`src/rtl/afb_pkg.sv`:
```
// ----------------------------------------------------------------------------
// afb_pkg: shared types, constants and tables of the activation unit
// Fixed-point format, cache geometry, queue entry layout and sigmoid tables.
// ----------------------------------------------------------------------------
package afb_pkg;

	localparam int FRAC_BITS = 12;
	localparam int DEPTH     = 4096;
	localparam int ADDR_W    = $clog2(DEPTH);
	localparam int CACHE_W   = 17;            // valid bit and cached y
	localparam int ONE_Q     = 1 << FRAC_BITS;

	// sigmoid table: 512 points at 1/64 steps, split into even and odd halves
	localparam int STEP_SH   = FRAC_BITS - 6;
	localparam int TBL_SIZE  = 512;
	localparam int TBL_IDX_W = $clog2(TBL_SIZE);
	localparam int HALF      = TBL_SIZE / 2;
	localparam int HALF_W    = $clog2(HALF);
	localparam int TV_W      = FRAC_BITS + 1;

	// magnitude of x or 2x, wide enough to flag the saturated region
	localparam int A_W  = (STEP_SH + TBL_IDX_W + 1 > 17) ? STEP_SH + TBL_IDX_W + 1 : 17;

	// datapath widths
	localparam int W_Y   = 18;
	localparam int M1_W  = 17;
	localparam int M2_W  = 35 - FRAC_BITS;
	localparam int SAT_W = 48;

	localparam int QDEPTH = 4;
	localparam int QPTR_W = $clog2(QDEPTH);
	localparam int QCNT_W = $clog2(QDEPTH + 1);

	localparam logic [1:0] MODE_RELU    = 2'd0;
	localparam logic [1:0] MODE_SIGMOID = 2'd1;
	localparam logic [1:0] MODE_TANH    = 2'd2;

	localparam logic CMD_FWD = 1'b0;
	localparam logic CMD_BWD = 1'b1;

	localparam logic signed [SAT_W-1:0] SAT_MAX = 32767;
	localparam logic signed [SAT_W-1:0] SAT_MIN = -32768;

	typedef logic [ADDR_W-1:0]  addr_t;
	typedef logic [TV_W-1:0]    tv_t;
	typedef tv_t [HALF-1:0]     tbl_half_t;
	typedef logic [HALF_W-1:0]  half_idx_t;

	typedef enum logic [2:0] {
		OP_FWD_RELU,
		OP_FWD_SIG,
		OP_FWD_TANH,
		OP_BWD_RELU,
		OP_BWD_SIG,
		OP_BWD_TANH
	} op_kind_t;

	typedef struct packed {
		logic               cmd;
		logic [11:0]        element_index;
		logic signed [15:0] value;
	} afb_in_t;

	typedef struct packed {
		logic signed [15:0] result;
		logic               error;
	} afb_out_t;

	// one classified transaction, as queued between front and back end
	typedef struct packed {
		op_kind_t           op;
		logic               bwd;
		logic               in_range;
		addr_t              addr;
		logic signed [15:0] value;
		tv_t                lo;
		tv_t                hi;
		logic [STEP_SH-1:0] frac;
		logic               over;
		logic               neg;
	} afb_op_t;

	// shift-subtract quotient, evaluated at elaboration only
	function automatic logic [63:0] udiv_bits(input logic [63:0] num,
		input logic [63:0] den, input int qbits);
		logic [63:0] rem;
		logic [63:0] q;
		rem = num;
		q = '0;
		for (int b = qbits - 1; b >= 0; b--) begin
			if ((den << b) <= rem) begin
				rem = rem - (den << b);
				q[b] = 1'b1;
			end
		end
		return q;
	endfunction

	// T[i] = round(ONE / (1 + e^(-i/64))), e^(-i/64) stepped in Q32
	function automatic tbl_half_t sig_half(input logic odd);
		logic [63:0] r;
		logic [63:0] t;
		logic [63:0] e;
		logic [63:0] d;
		logic [63:0] num;
		tbl_half_t h;
		r = 64'd1 << 32;
		t = r;
		e = r;
		h = '0;
		for (int k = 1; k <= 6; k++) begin
			t = udiv_bits(t, 64'(64 * k), 33);
			if ((k & 1) == 1) begin
				r = r - t;
			end else begin
				r = r + t;
			end
		end
		num = (64'd1 << 32) << FRAC_BITS;
		for (int i = 0; i < TBL_SIZE; i++) begin
			d = (64'd1 << 32) + e;
			if (((i & 1) == 1) == odd) begin
				h[i >> 1] = TV_W'(udiv_bits(num + (d >> 1), d, FRAC_BITS + 2));
			end
			e = (e * r) >> 32;
		end
		return h;
	endfunction

	localparam tbl_half_t SIG_EVEN = sig_half(1'b0);
	localparam tbl_half_t SIG_ODD  = sig_half(1'b1);

	function automatic logic signed [15:0] sat16(input logic signed [SAT_W-1:0] v);
		logic signed [15:0] r;
		if (v > SAT_MAX) begin
			r = 16'sh7fff;
		end else if (v < SAT_MIN) begin
			r = 16'sh8000;
		end else begin
			r = 16'(v);
		end
		return r;
	endfunction

endpackage

```
`src/rtl/afb_front.sv`:
```
// ----------------------------------------------------------------------------
// afb_front: input handshake and transaction classification
// Decodes command and mode, splits |x| (or |2x|) into table index and
// fraction, and looks up the two sigmoid points around it.
// ----------------------------------------------------------------------------
module afb_front import afb_pkg::*; (
	input  logic       item_valid,
	output logic       item_ready,
	input  afb_in_t    item,
	input  logic [1:0] act_mode,
	input  logic       clearing,
	input  logic       q_full,
	output logic       push,
	output afb_op_t    push_data
);

	logic signed [A_W:0]    x2;
	logic [A_W-1:0]         mag;
	logic                   bwd;
	logic [TBL_IDX_W-1:0]   tidx;
	half_idx_t              hidx;
	half_idx_t              ev_addr;
	logic                   top_end;
	tv_t                    ev_val;
	tv_t                    od_val;
	op_kind_t               op;

	assign item_ready = !clearing && !q_full;
	assign push       = item_valid && item_ready;
	assign bwd        = (item.cmd == CMD_BWD);

	always_comb begin
		case (act_mode)
			MODE_SIGMOID: op = bwd ? OP_BWD_SIG : OP_FWD_SIG;
			MODE_TANH:    op = bwd ? OP_BWD_TANH : OP_FWD_TANH;
			MODE_RELU:    op = bwd ? OP_BWD_RELU : OP_FWD_RELU;
			default:      op = bwd ? OP_BWD_RELU : OP_FWD_RELU;
		endcase
	end

	// tanh evaluates the sigmoid at 2x
	assign x2  = (act_mode == MODE_TANH) ? ((A_W + 1)'(item.value) <<< 1)
	                                     : (A_W + 1)'(item.value);
	assign mag = x2[A_W] ? A_W'(-x2) : A_W'(x2);

	assign tidx = mag[STEP_SH + TBL_IDX_W - 1:STEP_SH];
	assign hidx = tidx[TBL_IDX_W-1:1];

	// even half is read one entry ahead for odd indices; past the end it is ONE
	assign ev_addr = hidx + HALF_W'(tidx[0]);
	assign top_end = tidx[0] && (hidx == '1);
	assign ev_val  = SIG_EVEN[ev_addr];
	assign od_val  = SIG_ODD[hidx];

	always_comb begin
		push_data.op       = op;
		push_data.bwd      = bwd;
		push_data.in_range = (32'(item.element_index) < 32'(DEPTH));
		push_data.addr     = addr_t'(item.element_index);
		push_data.value    = item.value;
		push_data.lo       = tidx[0] ? od_val : ev_val;
		push_data.hi       = tidx[0] ? (top_end ? TV_W'(ONE_Q) : ev_val) : od_val;
		push_data.frac     = mag[STEP_SH-1:0];
		push_data.over     = ((mag >> (STEP_SH + TBL_IDX_W)) != '0);
		push_data.neg      = x2[A_W];
	end

endmodule

```
`config.mk`:
```
export PLATFORM = sky130hd
export DESIGN_NAME = afb_front
export DESIGN_NICKNAME = d
export VERILOG_FILES = /design/src/rtl/afb_pkg.sv /design/src/rtl/afb_front.sv
export SDC_FILE = /design/constraint.sdc
export NUM_CORES = 1
export LEC_CHECK = 0
export BUFFER_PORTS_ARGS = -buffer_cell sky130_fd_sc_hd__buf_2
export CAP_MARGIN = 20
export CORE_MARGIN = 3
export CORE_UTILIZATION = 50
export DETAILED_ROUTE_END_ITERATION = 10
export PLACE_DENSITY = 0.72
export SLEW_MARGIN = 40
export SYNTH_ARGS = -nofsm -noshare
export SYNTH_HDL_FRONTEND = slang
export SYNTH_SLANG_ARGS = --single-unit
```
`constraint.sdc`:
```
create_clock -name vclk -period 8.3
set_input_delay 0.83 -clock vclk [all_inputs]
set_output_delay 0.83 -clock vclk [all_outputs]
set_load 0.01 [all_outputs]
```
==> results.yml <==
outcome:
  outcome: "complete, no violations"
sta:
  max_freq_mhz: 135.2
  relSlewSlack_pct: 39.83
  fin_tns_setup_ns: 0
  worst_slew_pin_slew_ns: 0.8913
  rsz0062_at_grt: "no"
  slew_viol_final: 0
  min_period_over_period_pct: 89.09
  setup_viol: 0
  period_minus_slack_ns: 7.394
  hold_viol_final: 0
worst_hold_path:
  hold_class: "in2out"
  hold_start: "item[16]"
drt:
  detailroute.via_count: 8597
  first_pass_iters: 7
  routed_wl_um: 27110
  post_drt_wl_per_cell_um: 23.84
  viasPerCell: 7.561
  drc: 0
  ant_nets: 0
  drtIter0Drc: 1938
layout:
  design_area_um2: 6656
  stdcell_count: 1137
  syn_to_final_growth_pct: 1.585
  regArea_um2: 0
  drive_gt1_share_pct: 16.48
  nClkBuffers: 0
  finalNetCount: 1036
  num_antenna_cells: 0
  num-fill-cells: 1343
  seq_cells: 0
global_route:
  antenna_found_initial: 0
  grt_pass1_wl_um: 41970
  grt_start_max_net_pins: 60
  grtUsageTotal_pct: 34.78
  grt_pass1_vias: 7394
  grt-ovfl-total: 0
setup_path:
  critPathMaxFanout: 21
  critPathLaunchType: "primary input"
  path_class: "in2out"
  critPathLaunch: "act_mode[0]"
  cp.required_ns: 7.47
  worst_ep_arrival_time_ns: 6.56
  cp-end-kind: "primary output"
floorplan:
  rows: 41
  die_x_um: 120.5
  die_y_um: 120.5
  dieArea_um2: 14510
  core-area_um2: 12720
  initial_core_util_pct: 51.50
  ios: 103
yosys:
  yosysWarnings: 0
  syn_area_um2: 6553
  synth.most_common_cell: "nand2_1"
  synth.area.top_cells: "ha_1 6.7%, nand2_1 6.4%, a21oi_1 5.9%"
  yosys.area.top_type_share_pct: 6.683
  yosys.cell_types.count: 99
  netlist_instances: 1004
  syn_area_per_cell_um2: 6.526
  synth_top_area_cell: "ha_1"
  synthTopCellsByCount: "111 x nand2_1, 81 x nor2_1, 77 x a21oi_1"
  ys_seq_area_share_pct: 0
job:
  cap_viol_max_count: 0
clock_tree:
  cts-hold-fix-buffers: 0
  cts.repair.resized: 0
  cts_setup_buffers: 0
pwr:
  power.total_uw: 1141
  power_leakage_uw: 0.002450
  ir_worst_vdd_mv: 0.06640
  p_per_area_nw_per_um2: 171.5
placement:
  port_buffers: 76
  place_congestion: 1.077
  place_inst: 1136
  dp_hpwl_um: 18450
  dpl_cell_area_um2: 6628
[worst paths after layout]
kind,endpoint,cells past startpoint
min,push_data[50],0
max,push_data[12],22
[critical path: stages]
cell	delay, ns
buf_2	0.10
inv_1	0.07
ha_1	0.59
mux2i_1	0.36
ha_1	0.20
and3_1	0.22
nand2b_1	0.17
xnor2_2	0.13
buf_4	0.28
clkinv_1	0.14
ha_1	0.23
ha_1	0.32
clkinv_1	0.47
ha_1	0.62
inv_1	0.24
nor2_1	0.14
o31a_1	0.34
mux4_2	0.50
nand3_1	0.10
o211ai_1	0.15
o22ai_1	0.19
buf_2	0.15
[kinds of logic (layout without fill, tap and decap cells)]
family / Yosys count / after routing / share of synthesized area, %
simple gates: 336 / 336 / 24.61
xor+xnor: 26 / 26 / 4.564
other cells: 2 / 3 / 0.1146
fa+ha+maj: 35 / 35 / 6.683
mux: 31 / 31 / 6.015
compound gates: 408 / 408 / 44.91
buf+inv: 166 / 126 / 13.10
[report_power, final]
part | internal [uW] | total [uW] | switching, uW | leakage [uW]
Combinational | 377 | 1140 | 765 | 0.00245
Clock | 0 | 0 | 0 | 0
Sequential | 0 | 0 | 0 | 0
Total | 377 | 1140 | 765 | 0.00245
[metrics by stage]
stage,worst slack [ns],utilization (%),hold slack (ns)
finish,0.9059,52.32,1.660
global route,0.6040,52.32,1.660
CTS,0.9866,52.09,1.660
detailed placement,0.9953,52.09,1.660
global placement,0.9871,52.08,1.660
floorplan,1.376,-,1.707
[area by class of cell]
cell class | count | area [um2] | share of cell area [%]
Timing Repair Buffer | 103 | 590.6 | 8.872
Inverter | 23 | 86.33 | 1.297
Tap cell | 172 | 215.2 | 3.233
Multi-Input combinational cell | 839 | 5764 | 86.60
[routing by layer]
layer	GRT usage [%]	share of wire [%]	vias up
met5	0	0	-
met4	14.45	5.8	0
met3	3.929	12	158
met2	54.98	44	759
met1	48.00	38	3903
li1	-	-	3777
[layout by cell type, fill, tap and decap left out, types with 12 or more instances in the layout]
master,count
nand4_1,14
buf_2,76
o21ai_0,63
nand2_1,109
a31oi_1,25
nand3_1,28
mux2i_1,20
a21oi_1,77
inv_1,16
ha_1,35
o221ai_1,13
o22ai_1,21
o211ai_1,33
nor2_1,79
buf_4,26
o31ai_1,12
a211oi_1,19
a2111oi_0,12
xnor2_1,16
nor3_1,33
Power figures use the tool's default switching activity.
