[src/rtl/afb_pkg.sv]
// ----------------------------------------------------------------------------
// afb_pkg: shared types, constants and tables of the activation unit
// Fixed-point format, cache geometry, queue entry layout and sigmoid tables.
// ----------------------------------------------------------------------------
package afb_pkg;

	localparam int FRAC_BITS = 12;
	localparam int DEPTH     = 4096;
	localparam int ADDR_W    = $clog2(DEPTH);
	localparam int CACHE_W   = 17;            // valid bit and cached y
	localparam int ONE_Q     = 1 << FRAC_BITS;

	// sigmoid table: 512 points at 1/64 steps, split into even and odd halves
	localparam int STEP_SH   = FRAC_BITS - 6;
	localparam int TBL_SIZE  = 512;
	localparam int TBL_IDX_W = $clog2(TBL_SIZE);
	localparam int HALF      = TBL_SIZE / 2;
	localparam int HALF_W    = $clog2(HALF);
	localparam int TV_W      = FRAC_BITS + 1;

	// magnitude of x or 2x, wide enough to flag the saturated region
	localparam int A_W  = (STEP_SH + TBL_IDX_W + 1 > 17) ? STEP_SH + TBL_IDX_W + 1 : 17;

	// datapath widths
	localparam int W_Y   = 18;
	localparam int M1_W  = 17;
	localparam int M2_W  = 35 - FRAC_BITS;
	localparam int SAT_W = 48;

	localparam int QDEPTH = 4;
	localparam int QPTR_W = $clog2(QDEPTH);
	localparam int QCNT_W = $clog2(QDEPTH + 1);

	localparam logic [1:0] MODE_RELU    = 2'd0;
	localparam logic [1:0] MODE_SIGMOID = 2'd1;
	localparam logic [1:0] MODE_TANH    = 2'd2;

	localparam logic CMD_FWD = 1'b0;
	localparam logic CMD_BWD = 1'b1;

	localparam logic signed [SAT_W-1:0] SAT_MAX = 32767;
	localparam logic signed [SAT_W-1:0] SAT_MIN = -32768;

	typedef logic [ADDR_W-1:0]  addr_t;
	typedef logic [TV_W-1:0]    tv_t;
	typedef tv_t [HALF-1:0]     tbl_half_t;
	typedef logic [HALF_W-1:0]  half_idx_t;

	typedef enum logic [2:0] {
		OP_FWD_RELU,
		OP_FWD_SIG,
		OP_FWD_TANH,
		OP_BWD_RELU,
		OP_BWD_SIG,
		OP_BWD_TANH
	} op_kind_t;

	typedef struct packed {
		logic               cmd;
		logic [11:0]        element_index;
		logic signed [15:0] value;
	} afb_in_t;

	typedef struct packed {
		logic signed [15:0] result;
		logic               error;
	} afb_out_t;

	// one classified transaction, as queued between front and back end
	typedef struct packed {
		op_kind_t           op;
		logic               bwd;
		logic               in_range;
		addr_t              addr;
		logic signed [15:0] value;
		tv_t                lo;
		tv_t                hi;
		logic [STEP_SH-1:0] frac;
		logic               over;
		logic               neg;
	} afb_op_t;

	// shift-subtract quotient, evaluated at elaboration only
	function automatic logic [63:0] udiv_bits(input logic [63:0] num,
		input logic [63:0] den, input int qbits);
		logic [63:0] rem;
		logic [63:0] q;
		rem = num;
		q = '0;
		for (int b = qbits - 1; b >= 0; b--) begin
			if ((den << b) <= rem) begin
				rem = rem - (den << b);
				q[b] = 1'b1;
			end
		end
		return q;
	endfunction

	// T[i] = round(ONE / (1 + e^(-i/64))), e^(-i/64) stepped in Q32
	function automatic tbl_half_t sig_half(input logic odd);
		logic [63:0] r;
		logic [63:0] t;
		logic [63:0] e;
		logic [63:0] d;
		logic [63:0] num;
		tbl_half_t h;
		r = 64'd1 << 32;
		t = r;
		e = r;
		h = '0;
		for (int k = 1; k <= 6; k++) begin
			t = udiv_bits(t, 64'(64 * k), 33);
			if ((k & 1) == 1) begin
				r = r - t;
			end else begin
				r = r + t;
			end
		end
		num = (64'd1 << 32) << FRAC_BITS;
		for (int i = 0; i < TBL_SIZE; i++) begin
			d = (64'd1 << 32) + e;
			if (((i & 1) == 1) == odd) begin
				h[i >> 1] = TV_W'(udiv_bits(num + (d >> 1), d, FRAC_BITS + 2));
			end
			e = (e * r) >> 32;
		end
		return h;
	endfunction

	localparam tbl_half_t SIG_EVEN = sig_half(1'b0);
	localparam tbl_half_t SIG_ODD  = sig_half(1'b1);

	function automatic logic signed [15:0] sat16(input logic signed [SAT_W-1:0] v);
		logic signed [15:0] r;
		if (v > SAT_MAX) begin
			r = 16'sh7fff;
		end else if (v < SAT_MIN) begin
			r = 16'sh8000;
		end else begin
			r = 16'(v);
		end
		return r;
	endfunction

endpackage

[src/rtl/afb_queue.sv]
// ----------------------------------------------------------------------------
// afb_queue: short transaction queue between front and back end
// Flop-based FIFO; head is visible while not empty.
// ----------------------------------------------------------------------------
module afb_queue import afb_pkg::*; (
	input  logic    clk,
	input  logic    arst_n,
	input  logic    push,
	input  afb_op_t push_data,
	input  logic    pop,
	output afb_op_t head,
	output logic    full,
	output logic    empty
);

	afb_op_t           slot_q [QDEPTH];
	logic [QPTR_W-1:0] wptr_q;
	logic [QPTR_W-1:0] rptr_q;
	logic [QCNT_W-1:0] cnt_q;

	assign full  = (cnt_q == QCNT_W'(QDEPTH));
	assign empty = (cnt_q == '0);
	assign head  = slot_q[rptr_q];

	always_ff @(posedge clk or negedge arst_n) begin
		if (!arst_n) begin
			wptr_q <= '0;
			rptr_q <= '0;
			cnt_q  <= '0;
		end else begin
			if (push) begin
				wptr_q <= (wptr_q == QPTR_W'(QDEPTH - 1)) ? '0 : wptr_q + 1'b1;
			end
			if (pop) begin
				rptr_q <= (rptr_q == QPTR_W'(QDEPTH - 1)) ? '0 : rptr_q + 1'b1;
			end
			if (push && !pop) begin
				cnt_q <= cnt_q + 1'b1;
			end else if (pop && !push) begin
				cnt_q <= cnt_q - 1'b1;
			end
		end
	end

	always_ff @(posedge clk) begin
		if (push) begin
			slot_q[wptr_q] <= push_data;
		end
	end

endmodule

[config.mk]
export PLATFORM = sky130hd
export DESIGN_NAME = afb_queue
export DESIGN_NICKNAME = d
export VERILOG_FILES = /design/src/rtl/afb_pkg.sv /design/src/rtl/afb_queue.sv
export SDC_FILE = /design/constraint.sdc
export NUM_CORES = 1
export LEC_CHECK = 0
export ABC_CLOCK_PERIOD_IN_PS = 5290
export BUFFER_PORTS_ARGS = -buffer_cell sky130_fd_sc_hd__buf_2
export CAP_MARGIN = 0
export CORE_MARGIN = 2
export CORE_UTILIZATION = 50
export CTS_BUF_LIST = sky130_fd_sc_hd__clkbuf_16
export DETAILED_ROUTE_END_ITERATION = 10
export PLACE_DENSITY = 0.72
export SLEW_MARGIN = 20
export SYNTH_ARGS = -nofsm -noshare
export SYNTH_HDL_FRONTEND = slang
export SYNTH_SLANG_ARGS = --single-unit
[constraint.sdc]
create_clock -name clk -period 5.29 [get_ports clk]
set_input_delay 0.529 -clock clk [delete_from_list [all_inputs] [get_ports clk]]
set_output_delay 0.529 -clock clk [all_outputs]
set_load 0.02 [all_outputs]
==> impl_metrics.toml <==
[pwr]
power_density_nw_per_um2 = 561.0
total_power_mw = 6.684
ir_worst_vdd_v = 0.0004621
power.static_leakage_nw = 4.116

[finish]
layout.cells.most_common = "sky130_fd_sc_hd__edfxtp_1"
ff_latch_area_sq_um = 8230
fill_cell_count = 1417
finalInstanceArea_sq_um = 11920
area_taken_by_multi_input_logic_gates_sq_um = 1740
synthToLayoutAreaGrowth_pct = 18.05
post_layout_nonfiller_instances = 832
most_frequent_cells_in_the_layout = "268 x sky130_fd_sc_hd__edfxtp_1, 139 x sky130_fd_sc_hd__buf_2, 67 x sky130_fd_sc_hd__mux4_2, 29 x sky130_fd_sc_hd__clkbuf_16, 12 x sky130_fd_sc_hd__inv_1"
layout-drive-gt1-share_pct = 45.05
post-route-util_pct = 60.63
design.final.nets = 623

[timing]
finalSetupViolCount = 0
worst_slew_pin_slew_ps = 1075
grt_setup_unrepaired = "false"
least_setup_slack_across_all_paths_after_layout_ps = 2143
maxClockFrequency_mhz = 317.8
finalHoldViolCount = 0
period_share_pct = 59.49
fin_skew_ps = 7.666
slew_headroom_pct = 28.36
hold-worst-slack_ps = 217.1
totalNegativeSetupSlack_ps = 0
post-route-min-period_ps = 3147
drv_slew = 0

[floorplan]
die_boundary_height_microns = 146.1
initial_utilization_pct = 51.36
floorplan.io_pins = 140
width_of_the_die_microns = 146.1
core_sq_um = 19650
rows = 51
floorplan.die_area_sq_um = 21340

[clock_tree]
clk_transition_reported_paths_ps = 60
tritoncts_clock_tree = "built"
cts_sinks = 275
clock_tree.htree_level_count = 1
cts.repair_timing.setup_buffer_count = 0
cts_buffers = 28
worst_skew_pair.late_latency_ps = 520
ctsLongestPathBuffers = 3
cts_resized = 0
clock_tree.root_cell = "sky130_fd_sc_hd__clkbuf_16"

[placed_design]
placed_cells = 778
gp_routability_congestion = 0.6665
dp_worst_setup_slack_ps = 2590
area_post_placement_sq_um = 11030
io_buffer_count = 139
detailedPlacementHpwl_mm = 9.806

[hold_path]
hp-class = "in2reg"

[grt]
grt_first_pass_wirelength_mm = 26.94
globalRouteOverflowTotal = 0
groute.usage.overall_pct = 16.36
pin_count_of_the_biggest_net_entering_global_routing = 70
vias_in_the_first_global_route = 4886
initial_antenna_violation_count = 2

[detailed_routing]
wire_per_inst_microns = 20.84
drt_pass1_iterations = 6
wl_final_mm = 17.34
route.vias.total = 4495
detail_route.iter0.violations = 264
route.detailed.vias_per_inst = 5.403
number_of_remaining_drc_errors = 0
final_antenna_net_count = 0

[synthesis]
avgSynthCellArea_sq_um = 26.01
syn-instance-count = 388
synth.yosys.warnings = 0
netlist.top_cell.by_area = "sky130_fd_sc_hd__edfxtp_1"
mappedNetlistNets = 466
ys_top_cells_by_area = "sky130_fd_sc_hd__edfxtp_1 80%, sky130_fd_sc_hd__mux4_2 15%, sky130_fd_sc_hd__dfrtp_1 1.7%, sky130_fd_sc_hd__ha_1 0.74%, sky130_fd_sc_hd__buf_12 0.40%"
synthesis.area_sq_um = 10090
ys_types = 20
ys_ff_latch = 275
seq_area_frac_synth_pct = 81.47
share_of_yosys_cell_area_claimed_by_the_top_area_cell_type_pct = 79.73

[worst_setup_path]
path_class = "reg2out"
crit_path_arrival_time_ps = 2620
cp-end-kind = "output pin"
critical_path.startpoint_type = "flop"
critPathRequiredTime_ps = 4760
critPathMaxFanout = 31

[run_status]
outcome = "completed"

[flow_run]
cap_viol_max_count = 0
==> sequential cells by signal, summed over array words and instances, names as in the netlist <==
name / cells
cnt_q: 3
rptr_q: 2
slot_q: 268
wptr_q: 2
==> worst paths after layout <==
| kind | cells after the start | slack, ps | endpoint | startpoint |
|---|---|---|---|---|
| setup / recovery | 3 | 2140 | head[58] | rptr_q[0]$_DFFE_PN0P_ |
| hold / removal | 1 | 220 | slot_q[2][1]$_DFFE_PP_ | push_data[1] |
| setup reg to reg | 3 | 3310 | slot_q[0][45]$_DFFE_PP_ | wptr_q[0]$_DFFE_PN0P_ |
| hold reg to reg | 1 | 500 | cnt_q[2]$_DFFE_PN0P_ | cnt_q[2]$_DFFE_PN0P_ |
| max in group asynchronous | 2 | 4720 | rptr_q[1]$_DFFE_PN0P_ | arst_n |
| min in group asynchronous | 2 | 390 | cnt_q[2]$_DFFE_PN0P_ | arst_n |
==> layout make-up <==
cell class	count	area share, %
flip-flops and latches	275	69.07
inverters	4	0.1260
diodes	1	0.02100
multi-input cells	93	14.61
clock inverters	22	1.019
clock buffers	29	6.091
well taps	265	2.783
repair buffers	143	6.280
==> cell families after synthesis <==
group | after synthesis | share of synthesized area, %
compound gates | 2 | 0.09917
xor+xnor | 3 | 0.2604
fa+ha+maj | 7 | 0.9421
buf+inv | 20 | 1.388
flops | 275 | 81.47
mux | 70 | 15.28
simple gates | 11 | 0.5578
==> cell usage after synthesis (all sizes together) <==
cell type / count
o21ai: 2
ha: 6
and2: 4
clkbuf: 3
nor2: 3
mux2: 3
mux4: 67
nand2: 2
xor2: 2
inv: 4
fa: 1
buf: 13
xnor2: 1
nor3: 1
dfrtp: 7
nor3b: 1
edfxtp: 268
==> report_power, final <==
| group | internal [mW] | switching [mW] | leakage [nW] |
|---|---|---|---|
| combinational | 0.822 | 1.02 | 1.12 |
| clock | 1.03 | 0.745 | 0.452 |
| sequential | 2.80 | 0.261 | 2.54 |
==> per-layer routing <==
metal | global-route usage (%) | wire length (microns) | vias up
li1 | - | - | 1977
met1 | 21.67 | 7060 | 2337
met2 | 27.45 | 8701 | 148
met3 | 4.344 | 1183 | 29
met4 | 4.223 | 364 | 4
met5 | 0 | 24 | -
==> critical path, stage by stage, from the launching register on <==
cell	delay (ps)
sky130_fd_sc_hd__dfrtp_4	810
sky130_fd_sc_hd__buf_4	510
sky130_fd_sc_hd__mux4_2	590
sky130_fd_sc_hd__buf_2	180
==> repair_timing <==
| item | in CTS | in global routing |
|---|---|---|
| hold buffers | 1 | 0 |
| endpoints found under the setup margin | 0 | 0 |
| hold endpoints to repair | 7 | 0 |
(Power assumes the default switching activity.)
